`src/sv/voc_pkg.sv`:
```
`timescale 1ns / 1ps
// ----------------------------------------------------------------------------
// voc_pkg: shared types and constants of the voice occlusion filter
// Fixed-point widths, register indexes, config struct and microcode word.
// ----------------------------------------------------------------------------
package voc_pkg;

    // sample and state widths
    localparam int SAMPLE_BITS         = 16;
    localparam int EXTRA_FRACTION_BITS = 8;
    localparam int FILT_W              = SAMPLE_BITS + EXTRA_FRACTION_BITS + 1;
    localparam int OCC_W               = 17;
    localparam int GAIN_W              = 16;

    // shared multiplier: signed A operand, unsigned B operand
    localparam int A_W    = FILT_W + 1;
    localparam int B_W    = OCC_W;
    localparam int PROD_W = A_W + B_W;
    localparam int RES_W  = PROD_W - 16;

    // Q1.16 constants; RAMP_K is scaled by 2^RAMP_SHIFT instead
    localparam logic [OCC_W-1:0] OCC_ONE = OCC_W'(65536);
    localparam logic [B_W-1:0]   RAMP_K  = B_W'(2097);
    localparam logic [B_W-1:0]   ALPHA_K = B_W'(60293);
    localparam logic [B_W-1:0]   DUCK_K  = B_W'(39322);

    localparam int RAMP_SHIFT = 20;
    localparam int Q16_SHIFT  = 16;
    localparam int GAIN_SHIFT = 14 + EXTRA_FRACTION_BITS;

    typedef logic signed [SAMPLE_BITS-1:0] sample_t;

    // configuration port
    localparam int CFG_INDEX_W = 3;
    localparam int CFG_DATA_W  = OCC_W;
    typedef logic [CFG_INDEX_W-1:0] cfg_index_t;
    typedef logic [CFG_DATA_W-1:0]  cfg_data_t;

    localparam cfg_index_t REG_TARGET        = 3'd0;
    localparam cfg_index_t REG_LEFT_GAIN     = 3'd1;
    localparam cfg_index_t REG_RIGHT_GAIN    = 3'd2;
    localparam cfg_index_t REG_SOURCE_STEREO = 3'd3;
    localparam cfg_index_t REG_OUTPUT_STEREO = 3'd4;

    typedef struct packed {
        logic [OCC_W-1:0]  target_occlusion;
        logic [GAIN_W-1:0] l_gain;
        logic [GAIN_W-1:0] r_gain;
        logic              source_stereo;
        logic              output_stereo;
    } cfg_t;

    // microcode fields
    typedef enum logic [2:0] {
        A_RAMP, A_OCC, A_DIFF_L, A_DIFF_R, A_FILT_L, A_FILT_R, A_TMP_L, A_TMP_R
    } a_sel_t;

    typedef enum logic [2:0] {
        B_RAMP_K, B_ALPHA_K, B_DUCK_K, B_ALPHA, B_DUCK, B_LGAIN, B_RGAIN
    } b_sel_t;

    typedef enum logic [1:0] {
        SH_RAMP, SH_Q16, SH_GAIN
    } sh_sel_t;

    typedef enum logic [3:0] {
        WB_NONE, WB_OCC, WB_ALPHA, WB_DUCK, WB_FILT_L, WB_FILT_R,
        WB_TMP_L, WB_TMP_R, WB_OUT_L, WB_OUT_R
    } wb_sel_t;

    typedef enum logic [1:0] {
        COND_NEXT, COND_WAIT_IN, COND_WAIT_OUT
    } cond_t;

    localparam int STEP_W = 4;
    typedef logic [STEP_W-1:0] step_t;

    typedef struct packed {
        a_sel_t  a_sel;
        b_sel_t  b_sel;
        sh_sel_t sh_sel;
        wb_sel_t wb_sel;
        cond_t   cond;
        step_t   target;
    } ucode_t;

    // sequencer to datapath
    typedef struct packed {
        a_sel_t  a_sel;
        b_sel_t  b_sel;
        sh_sel_t sh_sel;
        wb_sel_t wb_sel;
        logic    load;
        logic    emit;
    } dp_ctrl_t;

endpackage

```
`src/sv/voc_if.sv`:
```
`timescale 1ns / 1ps
// ----------------------------------------------------------------------------
// voc_if: channel interfaces of the voice occlusion filter
// Sample frame in, result frame out, and the configuration write channel.
// ----------------------------------------------------------------------------
interface voc_frame_if;
    import voc_pkg::*;

    logic    valid;
    logic    ready;
    sample_t left_sample;
    sample_t right_sample;
    logic    start_req;

    modport source (output valid, left_sample, right_sample, start_req, input ready);
    modport sink   (input valid, left_sample, right_sample, start_req, output ready);
endinterface

interface voc_result_if;
    import voc_pkg::*;

    logic    valid;
    logic    ready;
    sample_t left_out;
    sample_t right_out;

    modport source (output valid, left_out, right_out, input ready);
    modport sink   (input valid, left_out, right_out, output ready);
endinterface

interface voc_cfg_if;
    import voc_pkg::*;

    logic       valid;
    logic       ready;
    cfg_index_t index;
    cfg_data_t  data;

    modport source (output valid, index, data, input ready);
    modport sink   (input valid, index, data, output ready);
endinterface

```
`src/sv/voc_seq.sv`:
```
`timescale 1ns / 1ps
// ----------------------------------------------------------------------------
// voc_seq: microcode sequencer
// Step counter over a constant control store; waits for a frame and for
// a free output slot by conditional jumps.
// ----------------------------------------------------------------------------
module voc_seq (
    input  logic              clk,
    input  logic              rst_n,
    input  logic              frame_valid,
    input  logic              out_free,
    output logic              frame_ready,
    output voc_pkg::dp_ctrl_t ctrl
);
    import voc_pkg::*;

    // One multiply issues per step; its writeback sits in the next word.
    function automatic ucode_t ucode_rom(step_t s);
        ucode_t w;
        w = '{a_sel: A_OCC, b_sel: B_RAMP_K, sh_sel: SH_Q16, wb_sel: WB_NONE,
              cond: COND_NEXT, target: '0};
        case (s)
            4'd0:  w.cond = COND_WAIT_IN;
            4'd1:  begin w.a_sel = A_RAMP; w.b_sel = B_RAMP_K; end
            4'd2:  begin w.wb_sel = WB_OCC; w.sh_sel = SH_RAMP; end
            4'd3:  begin w.a_sel = A_OCC; w.b_sel = B_ALPHA_K; end
            4'd4:  begin w.a_sel = A_OCC; w.b_sel = B_DUCK_K; w.wb_sel = WB_ALPHA; end
            4'd5:  begin w.a_sel = A_DIFF_L; w.b_sel = B_ALPHA; w.wb_sel = WB_DUCK; end
            4'd6:  begin w.a_sel = A_DIFF_R; w.b_sel = B_ALPHA; w.wb_sel = WB_FILT_L; end
            4'd7:  begin w.a_sel = A_FILT_L; w.b_sel = B_DUCK; w.wb_sel = WB_FILT_R; end
            4'd8:  begin w.a_sel = A_FILT_R; w.b_sel = B_DUCK; w.wb_sel = WB_TMP_L; end
            4'd9:  begin w.a_sel = A_TMP_L; w.b_sel = B_LGAIN; w.wb_sel = WB_TMP_R; end
            4'd10: begin
                w.a_sel  = A_TMP_R;
                w.b_sel  = B_RGAIN;
                w.wb_sel = WB_OUT_L;
                w.sh_sel = SH_GAIN;
            end
            4'd11: begin w.wb_sel = WB_OUT_R; w.sh_sel = SH_GAIN; end
            4'd12: w.cond = COND_WAIT_OUT;
            default: w.cond = COND_WAIT_OUT;
        endcase
        return w;
    endfunction

    step_t  step_reg;
    step_t  step_next;
    ucode_t word;
    logic   accept;
    logic   emit;

    assign word        = ucode_rom(step_reg);
    assign frame_ready = (word.cond == COND_WAIT_IN);
    assign accept      = frame_ready && frame_valid;
    assign emit        = (word.cond == COND_WAIT_OUT) && out_free;

    always_comb
    begin
        unique case (word.cond)
            COND_WAIT_IN:  step_next = accept ? step_t'(step_reg + 1'b1) : word.target;
            COND_WAIT_OUT: step_next = out_free ? word.target : step_reg;
            default:       step_next = step_t'(step_reg + 1'b1);
        endcase
    end

    always_ff @(posedge clk or negedge rst_n)
    begin
        if (!rst_n)
        begin
            step_reg <= '0;
        end
        else
        begin
            step_reg <= step_next;
        end
    end

    assign ctrl = '{a_sel: word.a_sel, b_sel: word.b_sel, sh_sel: word.sh_sel,
                    wb_sel: word.wb_sel, load: accept, emit: emit};

endmodule

```
`src/sv/voc_dp.sv`:
```
`timescale 1ns / 1ps
// ----------------------------------------------------------------------------
// voc_dp: datapath with one shared round-to-nearest multiplier
// Operand select and multiply into a product register, then rounding,
// sign restore and writeback into the state and scratch registers.
// ----------------------------------------------------------------------------
module voc_dp (
    input  logic              clk,
    input  logic              rst_n,
    input  voc_pkg::dp_ctrl_t ctrl,
    input  voc_pkg::cfg_t     cfg,
    input  voc_pkg::sample_t  left_sample,
    input  voc_pkg::sample_t  right_sample,
    input  logic              start_req,
    output voc_pkg::sample_t  res_l,
    output voc_pkg::sample_t  res_r
);
    import voc_pkg::*;

    localparam logic signed [RES_W:0] SAT_HI = (RES_W+1)'((1 << (SAMPLE_BITS - 1)) - 1);
    localparam logic signed [RES_W:0] SAT_LO = ~SAT_HI;

    function automatic sample_t sat_sample(logic signed [RES_W:0] v);
        sample_t s;
        if (v > SAT_HI)
            s = SAT_HI[SAMPLE_BITS-1:0];
        else if (v < SAT_LO)
            s = SAT_LO[SAMPLE_BITS-1:0];
        else
            s = v[SAMPLE_BITS-1:0];
        return s;
    endfunction

    // state
    logic [OCC_W-1:0]         occ_reg;
    logic signed [FILT_W-1:0] filt_l_reg;
    logic signed [FILT_W-1:0] filt_r_reg;
    // per-frame scratch
    sample_t                  xl_reg;
    sample_t                  xr_reg;
    logic [OCC_W-1:0]         alpha_reg;
    logic [OCC_W-1:0]         duck_reg;
    logic signed [FILT_W-1:0] tmp_l_reg;
    logic signed [FILT_W-1:0] tmp_r_reg;
    logic [PROD_W-1:0]        prod_reg;
    logic                     neg_reg;

    logic [OCC_W-1:0]         t_clamp;
    logic signed [FILT_W-1:0] x_l;
    logic signed [FILT_W-1:0] x_r;
    logic signed [A_W-1:0]    a_op;
    logic [B_W-1:0]           b_op;
    logic [A_W-1:0]           a_mag;
    logic [PROD_W:0]          half;
    logic [PROD_W:0]          rsum;
    logic [PROD_W:0]          rshift;
    logic [RES_W-1:0]         r_mag;
    logic signed [RES_W:0]    res;
    logic signed [RES_W:0]    occ_sum;
    logic signed [FILT_W-1:0] res_f;
    logic signed [FILT_W-1:0] sat_ext;

    assign t_clamp = (cfg.target_occlusion > OCC_ONE) ? OCC_ONE : cfg.target_occlusion;
    assign x_l     = {xl_reg[SAMPLE_BITS-1], xl_reg, {EXTRA_FRACTION_BITS{1'b0}}};
    assign x_r     = {xr_reg[SAMPLE_BITS-1], xr_reg, {EXTRA_FRACTION_BITS{1'b0}}};

    // operand select
    always_comb
    begin
        unique case (ctrl.a_sel)
            A_RAMP:   a_op = $signed({{(A_W-OCC_W){1'b0}}, t_clamp})
                           - $signed({{(A_W-OCC_W){1'b0}}, occ_reg});
            A_OCC:    a_op = $signed({{(A_W-OCC_W){1'b0}}, occ_reg});
            A_DIFF_L: a_op = {x_l[FILT_W-1], x_l} - {filt_l_reg[FILT_W-1], filt_l_reg};
            A_DIFF_R: a_op = {x_r[FILT_W-1], x_r} - {filt_r_reg[FILT_W-1], filt_r_reg};
            A_FILT_L: a_op = {filt_l_reg[FILT_W-1], filt_l_reg};
            A_FILT_R: a_op = {filt_r_reg[FILT_W-1], filt_r_reg};
            A_TMP_L:  a_op = {tmp_l_reg[FILT_W-1], tmp_l_reg};
            A_TMP_R:  a_op = {tmp_r_reg[FILT_W-1], tmp_r_reg};
            default:  a_op = '0;
        endcase

        unique case (ctrl.b_sel)
            B_RAMP_K:  b_op = RAMP_K;
            B_ALPHA_K: b_op = ALPHA_K;
            B_DUCK_K:  b_op = DUCK_K;
            B_ALPHA:   b_op = alpha_reg;
            B_DUCK:    b_op = duck_reg;
            B_LGAIN:   b_op = {{(B_W-GAIN_W){1'b0}}, cfg.l_gain};
            B_RGAIN:   b_op = {{(B_W-GAIN_W){1'b0}}, cfg.r_gain};
            default:   b_op = '0;
        endcase
    end

    // sign-magnitude multiply
    assign a_mag = a_op[A_W-1] ? A_W'(~a_op + 1'b1) : A_W'(a_op);

    always_ff @(posedge clk)
    begin
        prod_reg <= {{B_W{1'b0}}, a_mag} * {{A_W{1'b0}}, b_op};
        neg_reg  <= a_op[A_W-1];
    end

    // round half away from zero on the magnitude, then restore the sign
    always_comb
    begin
        unique case (ctrl.sh_sel)
            SH_RAMP: half = (PROD_W+1)'(1) << (RAMP_SHIFT - 1);
            SH_GAIN: half = (PROD_W+1)'(1) << (GAIN_SHIFT - 1);
            default: half = (PROD_W+1)'(1) << (Q16_SHIFT - 1);
        endcase
        rsum = {1'b0, prod_reg} + half;
        unique case (ctrl.sh_sel)
            SH_RAMP: rshift = rsum >> RAMP_SHIFT;
            SH_GAIN: rshift = rsum >> GAIN_SHIFT;
            default: rshift = rsum >> Q16_SHIFT;
        endcase
        r_mag = rshift[RES_W-1:0];
        res   = neg_reg ? -$signed({1'b0, r_mag}) : $signed({1'b0, r_mag});
    end

    assign occ_sum = $signed({{(RES_W+1-OCC_W){1'b0}}, occ_reg}) + res;
    assign res_f   = res[FILT_W-1:0];
    assign sat_ext = FILT_W'(sat_sample(res));

    // state registers
    always_ff @(posedge clk or negedge rst_n)
    begin
        if (!rst_n)
        begin
            occ_reg    <= '0;
            filt_l_reg <= '0;
            filt_r_reg <= '0;
        end
        else
        begin
            if (ctrl.load && start_req)
            begin
                occ_reg    <= t_clamp;
                filt_l_reg <= '0;
                filt_r_reg <= '0;
            end
            case (ctrl.wb_sel)
                WB_OCC:    occ_reg    <= occ_sum[OCC_W-1:0];
                WB_FILT_L: filt_l_reg <= filt_l_reg + res_f;
                WB_FILT_R: filt_r_reg <= filt_r_reg + res_f;
                default:   ;
            endcase
        end
    end

    // scratch registers
    always_ff @(posedge clk)
    begin
        if (ctrl.load)
        begin
            xl_reg <= left_sample;
            xr_reg <= cfg.source_stereo ? right_sample : left_sample;
        end
        case (ctrl.wb_sel)
            WB_ALPHA: alpha_reg <= OCC_ONE - res[OCC_W-1:0];
            WB_DUCK:  duck_reg  <= OCC_ONE - res[OCC_W-1:0];
            WB_TMP_L: tmp_l_reg <= res_f;
            WB_TMP_R: tmp_r_reg <= res_f;
            WB_OUT_L: tmp_l_reg <= sat_ext;
            WB_OUT_R: tmp_r_reg <= cfg.output_stereo ? sat_ext : '0;
            default:  ;
        endcase
    end

    assign res_l = tmp_l_reg[SAMPLE_BITS-1:0];
    assign res_r = tmp_r_reg[SAMPLE_BITS-1:0];

endmodule

```
`src/sv/voice_occlusion_filter.sv`:
```
`timescale 1ns / 1ps
// ----------------------------------------------------------------------------
// voice_occlusion_filter: occlusion stage of one voice
// Ramped occlusion level, one-pole lowpass, ducking and gain per channel.
// ----------------------------------------------------------------------------
// One stereo frame per transfer on frame gives one result transfer on result.
// A frame is taken in the first step of a microcoded sequencer that steps
// through 13 control words and feeds one shared 26x17 multiplier (multiply,
// then round and write back the next cycle), nine multiplies in a dependent
// chain per frame; its last step loads the result into the output register,
// and only then is a new frame taken. The next frame is taken as soon as the
// sequencer is back at its first step, even while the previous result still
// waits in the output register; the program holds on its last step only if
// that register is still full. Configuration writes are always taken
// (cfg.ready is high) and must only be made while no frame is in flight.
// Unknown register indexes are ignored.
// ----------------------------------------------------------------------------
module voice_occlusion_filter (
    input logic        clk,
    input logic        rst_n,
    voc_frame_if.sink  frame,
    voc_result_if.source result,
    voc_cfg_if.sink    cfg
);
    import voc_pkg::*;

    cfg_t     cfg_reg;
    dp_ctrl_t ctrl;
    logic     out_free;
    logic     out_valid_reg;
    sample_t  out_l_reg;
    sample_t  out_r_reg;
    sample_t  res_l;
    sample_t  res_r;

    // ---- configuration registers ----
    assign cfg.ready = 1'b1;

    always_ff @(posedge clk or negedge rst_n)
    begin
        if (!rst_n)
        begin
            cfg_reg.target_occlusion <= '0;
            cfg_reg.l_gain           <= GAIN_W'(16384);
            cfg_reg.r_gain           <= GAIN_W'(16384);
            cfg_reg.source_stereo    <= 1'b1;
            cfg_reg.output_stereo    <= 1'b1;
        end
        else if (cfg.valid)
        begin
            unique case (cfg.index)
                REG_TARGET:        cfg_reg.target_occlusion <= cfg.data[OCC_W-1:0];
                REG_LEFT_GAIN:     cfg_reg.l_gain           <= cfg.data[GAIN_W-1:0];
                REG_RIGHT_GAIN:    cfg_reg.r_gain           <= cfg.data[GAIN_W-1:0];
                REG_SOURCE_STEREO: cfg_reg.source_stereo    <= cfg.data[0];
                REG_OUTPUT_STEREO: cfg_reg.output_stereo    <= cfg.data[0];
                default:           ;
            endcase
        end
    end

    // ---- control ----
    // out_free: the output register is empty or drains this cycle
    assign out_free = !out_valid_reg || result.ready;

    voc_seq u_seq (
        .clk         (clk),
        .rst_n       (rst_n),
        .frame_valid (frame.valid),
        .out_free    (out_free),
        .frame_ready (frame.ready),
        .ctrl        (ctrl)
    );

    // ---- datapath ----
    voc_dp u_dp (
        .clk          (clk),
        .rst_n        (rst_n),
        .ctrl         (ctrl),
        .cfg          (cfg_reg),
        .left_sample  (frame.left_sample),
        .right_sample (frame.right_sample),
        .start_req    (frame.start_req),
        .res_l        (res_l),
        .res_r        (res_r)
    );

    // ---- output register ----
    always_ff @(posedge clk or negedge rst_n)
    begin
        if (!rst_n)
        begin
            out_valid_reg <= 1'b0;
        end
        else if (ctrl.emit)
        begin
            out_valid_reg <= 1'b1;
        end
        else if (result.ready)
        begin
            out_valid_reg <= 1'b0;
        end
    end

    always_ff @(posedge clk)
    begin
        if (ctrl.emit)
        begin
            out_l_reg <= res_l;
            out_r_reg <= res_r;
        end
    end

    assign result.valid     = out_valid_reg;
    assign result.left_out  = out_l_reg;
    assign result.right_out = out_r_reg;

endmodule

```
`src/flat_wrapper.sv`:
```
// flat-port wrapper written by rule: the top's interface ports become plain ports
module voice_occlusion_filter_flat import voc_pkg::*;
  (clk, rst_n, frame_valid, frame_left_sample, frame_right_sample, frame_start_req, frame_ready, result_valid, result_left_out, result_right_out, result_ready, cfg_valid, cfg_index, cfg_data, cfg_ready);
  voc_frame_if frame_i ();
  voc_result_if result_i ();
  voc_cfg_if cfg_i ();
  input logic clk;
  input logic rst_n;
  input wire logic [$bits(frame_i.valid)-1:0] frame_valid;
  input wire logic [$bits(frame_i.left_sample)-1:0] frame_left_sample;
  input wire logic [$bits(frame_i.right_sample)-1:0] frame_right_sample;
  input wire logic [$bits(frame_i.start_req)-1:0] frame_start_req;
  output wire logic [$bits(frame_i.ready)-1:0] frame_ready;
  output wire logic [$bits(result_i.valid)-1:0] result_valid;
  output wire logic [$bits(result_i.left_out)-1:0] result_left_out;
  output wire logic [$bits(result_i.right_out)-1:0] result_right_out;
  input wire logic [$bits(result_i.ready)-1:0] result_ready;
  input wire logic [$bits(cfg_i.valid)-1:0] cfg_valid;
  input wire logic [$bits(cfg_i.index)-1:0] cfg_index;
  input wire logic [$bits(cfg_i.data)-1:0] cfg_data;
  output wire logic [$bits(cfg_i.ready)-1:0] cfg_ready;
  assign frame_i.valid = frame_valid;
  assign frame_i.left_sample = frame_left_sample;
  assign frame_i.right_sample = frame_right_sample;
  assign frame_i.start_req = frame_start_req;
  assign frame_ready = frame_i.ready;
  assign result_valid = result_i.valid;
  assign result_left_out = result_i.left_out;
  assign result_right_out = result_i.right_out;
  assign result_i.ready = result_ready;
  assign cfg_i.valid = cfg_valid;
  assign cfg_i.index = cfg_index;
  assign cfg_i.data = cfg_data;
  assign cfg_ready = cfg_i.ready;
  voice_occlusion_filter u_core (.clk(clk), .rst_n(rst_n), .frame(frame_i), .result(result_i), .cfg(cfg_i));
endmodule
```
`config.mk`:
```
export PLATFORM = sky130hd
export DESIGN_NAME = voice_occlusion_filter_flat
export DESIGN_NICKNAME = d
export VERILOG_FILES = /design/src/sv/voc_pkg.sv /design/src/sv/voc_if.sv /design/src/sv/voc_seq.sv /design/src/sv/voc_dp.sv /design/src/sv/voice_occlusion_filter.sv /design/src/flat_wrapper.sv
export SDC_FILE = /design/constraint.sdc
export NUM_CORES = 2
export LEC_CHECK = 0
export BUFFER_PORTS_ARGS = -buffer_cell sky130_fd_sc_hd__buf_4
export CAP_MARGIN = 40
export CORE_MARGIN = 2
export CORE_UTILIZATION = 55
export CTS_CLUSTER_DIAMETER = 30
export DETAILED_ROUTE_END_ITERATION = 12
export PLACE_DENSITY_LB_ADDON = 0.1
export SLEW_MARGIN = 10
export SYNTH_ARGS = -nofsm -noshare
export SYNTH_HDL_FRONTEND = slang
export SYNTH_HIERARCHICAL = 1
export SYNTH_SLANG_ARGS = --single-unit
export TNS_END_PERCENT = 5
```
`constraint.sdc`:
```
create_clock -name clk -period 14.89 [get_ports clk]
set_input_delay 2.978 -clock clk [delete_from_list [all_inputs] [get_ports clk]]
set_output_delay 2.978 -clock clk [all_outputs]
set_load 0.02 [all_outputs]
```
# Yosys cells after proc, flatten, opt, wreduce, memory -nomap -nowiden

Index checks and enable logic that the tools add are counted.
Widths: inputs -> output; s select.

Register bits after elaboration: 315
Input port bits: 58
Output and inout bits: 35
Word-level logic and storage cells: 127

$add $sub $neg: 11
Multiply operators: 1
Order comparisons: 3
Equal/unequal tests: 41
Mux-type cells: 27
Bitwise logic cells: 1
Reductions and logical operators: 23

Operator list:

| cell                  | count |
|---|---|
| $pmux 26 s8           | 1 |
| $pmux 17 s7           | 1 |
| $mux 25               | 4 |
| $pmux 25 s2           | 2 |
| $pmux 27 s2           | 1 |
| $pmux 6 s9            | 1 |
| $sub 24x25->26        | 2 |
| $mux 17               | 3 |
| $add 25x25->25        | 2 |
| $mux 16               | 3 |
| $add 43x22->44        | 1 |
| $pmux 22 s2           | 1 |
| $mul 26x17->43        | 1 |
| $pmux 4 s9            | 1 |
| $eq 4x3->1 const B    | 8 |
| $gt 28x16->1 const B  | 1 |
| $lt 28x16->1 const B  | 1 |
| $mux 28               | 1 |
| $neg 27->28           | 1 |
| $add 26x1->26 const B | 1 |
| $mux 26               | 1 |
| $not 26->26           | 1 |
| $eq 3x3->1 const B    | 8 |
| $eq 4x4->1 const B    | 6 |
| 26 further kinds      | 54 |

# Depth between registers and ports, before layout

Depth after elaboration: 14
Gate-level depth with buffers: 48
Depth with buffers taken out: 45

# Modules after synthesis

Netlist, hierarchy kept.

Modules (own cells, without submodules):

| module                 | instances | cells an instance | area an instance (µm²) |
|---|---|---|---|
| voc_dp                 | 1         | 3689              | 31826.8 |
| voice_occlusion_filter | 1         | 149               | 2989.1 |
| voc_seq                | 1         | 66                | 523.0 |

# Worst setup path after synthesis

No wires, ideal clock.

Kind: reg2reg
From: reg u_core.u_seq.step_reg[0]
To: reg u_core.u_dp.prod_reg[42]
Setup time: 0.121 ns
Data arrival time: 10.569 ns
Data required time: 14.769 ns
Setup slack: 4.201 ns
Stages on the path, launching flop included: 46
Cells stage by stage: dfrtp_1 inv_1 ha_1 buf_2 nor2_1 a21oi_1 buf_1 buf_1 buf_2 clkbuf_1 buf_1 nor2_1 a22oi_1 nand2_1 or3_1 clkbuf_1 nand2_1 inv_1 (+10 left out) fa_1 inv_1 fa_1 fa_1 ha_1 and4_1 nand4bb_1 o2bb2ai_1 o21ai_0 a2111oi_0 o2111ai_1 a21oi_1 a21oi_1 o31ai_1 a21oi_1 o21bai_1 a21oi_1 xnor2_1

RTL lines:

| element                | line          | RTL |
|---|---|---|
| from (decl)            | voc_seq.sv:46 | `step_t step_reg;` |
| from (signal assigned) | voc_seq.sv:74 | `step_reg <= step_next;` |
| to (signal assigned)   | voc_dp.sv:100 | `prod_reg <= {{B_W{1'b0}}, a_mag} * {{A_W{1'b0}}, b_op};` |
| to (decl)              | voc_dp.sv:45  | `logic [PROD_W-1:0] prod_reg;` |

==> impl_metrics.json <==
{
  "viasPerCell": 6.008,
  "post-dp-hpwl_mm": 85.38,
  "period_needed_ps": 12440,
  "die_x_um": 257.5,
  "clock-skew-final_ps": 34.88,
  "antenna_found_initial": 2,
  "h-tree-depth": 3,
  "synth_edf_count": 148,
  "syn-cell-area_um2": 35340,
  "path_delay_family": "adder cells",
  "drive_gt1_share_pct": 11.90,
  "synth_top_family_by_area": "adder cells",
  "std_cell_rows": 92,
  "hold_viol_final": 0,
  "max_stage_delay_ps": 740,
  "r2r-start": "u_core/u_seq/step_reg[0]$_DFFE_PN0P_",
  "grt_overflow": 0,
  "cts_inserted_buffers": 73,
  "crit_buf_inv": 6,
  "tightest_slew_ps": 921.1,
  "finalSetupTns_ps": 0,
  "synthXorXnorAreaFrac_pct": 4.904,
  "wl_per_cell_um": 22.49,
  "cts-root-buf": "clkbuf_16",
  "cp-startpoint": "u_core/u_seq/step_reg[0]$_DFFE_PN0P_",
  "cts_tree": "yes",
  "core-area_um2": 63310,
  "ys_ff_latch": 300,
  "crit_path_top_delay_cell": "xor2_2",
  "status": "completed",
  "setup_violations": 0,
  "synth_fa_ha_area_share_pct": 29.05,
  "post-route-period-util_pct": 83.56,
  "maxSlewHeadroom_pct": 38.54,
  "worstPathRequired_ps": 15400,
  "maxCapViolCount": 0,
  "drt-initial-drc-count": 3277,
  "gp_congestion": 0.9783,
  "worstSetupStartpointType": "flop",
  "synthCells": 3904,
  "rsz0062_at_grt": "no",
  "cpMostUsedCell": "a21oi_1",
  "path_clk_slew_ps": 50,
  "die-height_um": 257.5,
  "dieArea_um2": 66300,
  "grt_pass1_wl_mm": 171.8,
  "synthMuxAreaShare_pct": 4.309,
  "avgSynthCellArea_um2": 9.052,
  "synthArstFlopShare_pct": 41.00,
  "ctsHoldBuffers": 0,
  "num_io_pins": 93,
  "drtAntennaViolNets": 0,
  "cp.arrival_ps": 12950,
  "port_buffers": 91,
  "drt_pre_antenna_iters": 6,
  "crit_type": "flop to flop",
  "worstHoldStart": "u_core/u_dp/tmp_l_reg[12]$_DFFE_PP_",
  "via_count": 29321,
  "routed_wirelength_mm": 109.7,
  "postCtsSetupBuffers": 0,
  "grt_max_degree": 67,
  "synth_cell_type_count": 107,
  "min_path_type": "flop to flop",
  "initial_core_util_pct": 55.82,
  "grtUsageTotal_pct": 33.71,
  "synth_compound_area_share_pct": 12.94,
  "placedCellCount": 4742,
  "cts_buffer_depth": 3,
  "synth_fp_nets": 4566,
  "final-max-slew-violation-count": 0,
  "crit_path_end_kind": "flop",
  "numClockSinks": 300,
  "ctsResizeCount": 0,
  "drc": 0,
  "clk_latency_ps": 610,
  "grt_pass1_vias": 28791,
  "yosys.area_share.simple_pct": 17.16,
  "layout_commonest_cell": "inv_1",
  "nets": 4634,
  "fmax_mhz": 80.37,
  "ys_seq_area_share_pct": 22.94,
  "final_cell_mix": "inv_1 (559), nand2_1 (410), fa_1 (361), ha_1 (243), nor2_1 (208)",
  "final_cells": 4880,
  "ys.flop_type": "edfxtp_1",
  "syn_to_final_growth_pct": 12.37,
  "largest_reg_flops": 51,
  "crit_fanout": 25,
  "ys_warn_count": 6
}
cell usage after synthesis, types with 73 or more instances:
cell type,n,area (um^2)
edfxtp_1,148,4444
clkbuf_1,125,469.2
mux2_2,73,822.0
a21oi_1,150,750.7
fa_1,361,7227
nand3_1,117,585.6
xnor2_1,125,1095
o21ai_0,184,920.9
nand2_1,411,1543
inv_1,559,2098
ha_1,243,3040
nor2_1,210,788.3
and2_1,119,744.5
dfrtp_1,119,2978
layout make-up:
class                      count  area, um^2
clock inverter                52       680.7
antenna                        1       2.502
tap                          846        1059
timing repair buffer         188        1493
fill                        5503       23600
inverter                     560        2102
multi-input combinational   2849       24350
clock buffer                  84        1919
sequential                   300        8108
per-stage QoR:
step | util (%) | hold slack (ps) | cell area, um^2 | worst slack [ps]
2_1_floorplan | - | 473.9 | 35340 | 4201
3_3_place_gp | 58.29 | 476.3 | 36900 | 2744
3_5_place_dp | 58.60 | 474.0 | 37100 | 2761
4_1_cts | 62.71 | 466.4 | 39700 | 2669
5_1_grt | 62.72 | 476.2 | 39710 | 1656
6_report | 62.72 | 478.6 | 39710 | 2447
path summary, 6_finish.rpt:
check,end,slack [ps],depth (start not counted)
min,u_core/result.left_out[12]$_DFFE_PP_,480,0
min reg2reg,u_core/result.left_out[12]$_DFFE_PP_,480,0
min in group asynchronous,u_core/u_seq/step_reg[2]$_DFFE_PN0P_,2350,1
max,u_core/u_dp/prod_reg[42]$_DFF_P_,2450,39
max reg2reg,u_core/u_dp/prod_reg[42]$_DFF_P_,2450,39
max in group asynchronous,u_core/u_dp/filt_r_reg[16]$_DFFE_PN0P_,11510,3
cell families after synthesis:
group           Yosys count
compound gates          697
xor+xnor                197
fa+ha+maj               604
buf+inv                 755
flops                   300
mux                     130
other cells               1
simple gates           1220
per-layer routing:
layer  share of wire [%]  vias up  track usage (%)
li1                    -    13283                -
met1                  44    14437            50.07
met2                  43     1387            49.51
met3                 9.9      210            6.944
met4                 3.1        4            10.07
met5               0.027        -                0
worst register-to-register path: cells and delay by family (launching register included):
kind,cells,cell delay (ps)
DFF,1,410
xor gates and xnor gates,2,870
adders and majority gates,8,3700
and+or+nand+nor,8,2920
buffers and inverters,6,1000
AOI/OAI and AO/OA,15,3450
Power is left out: the tool's default activity adds up to more than one toggle a clock period on the data nets, which glitch-free logic cannot reach.
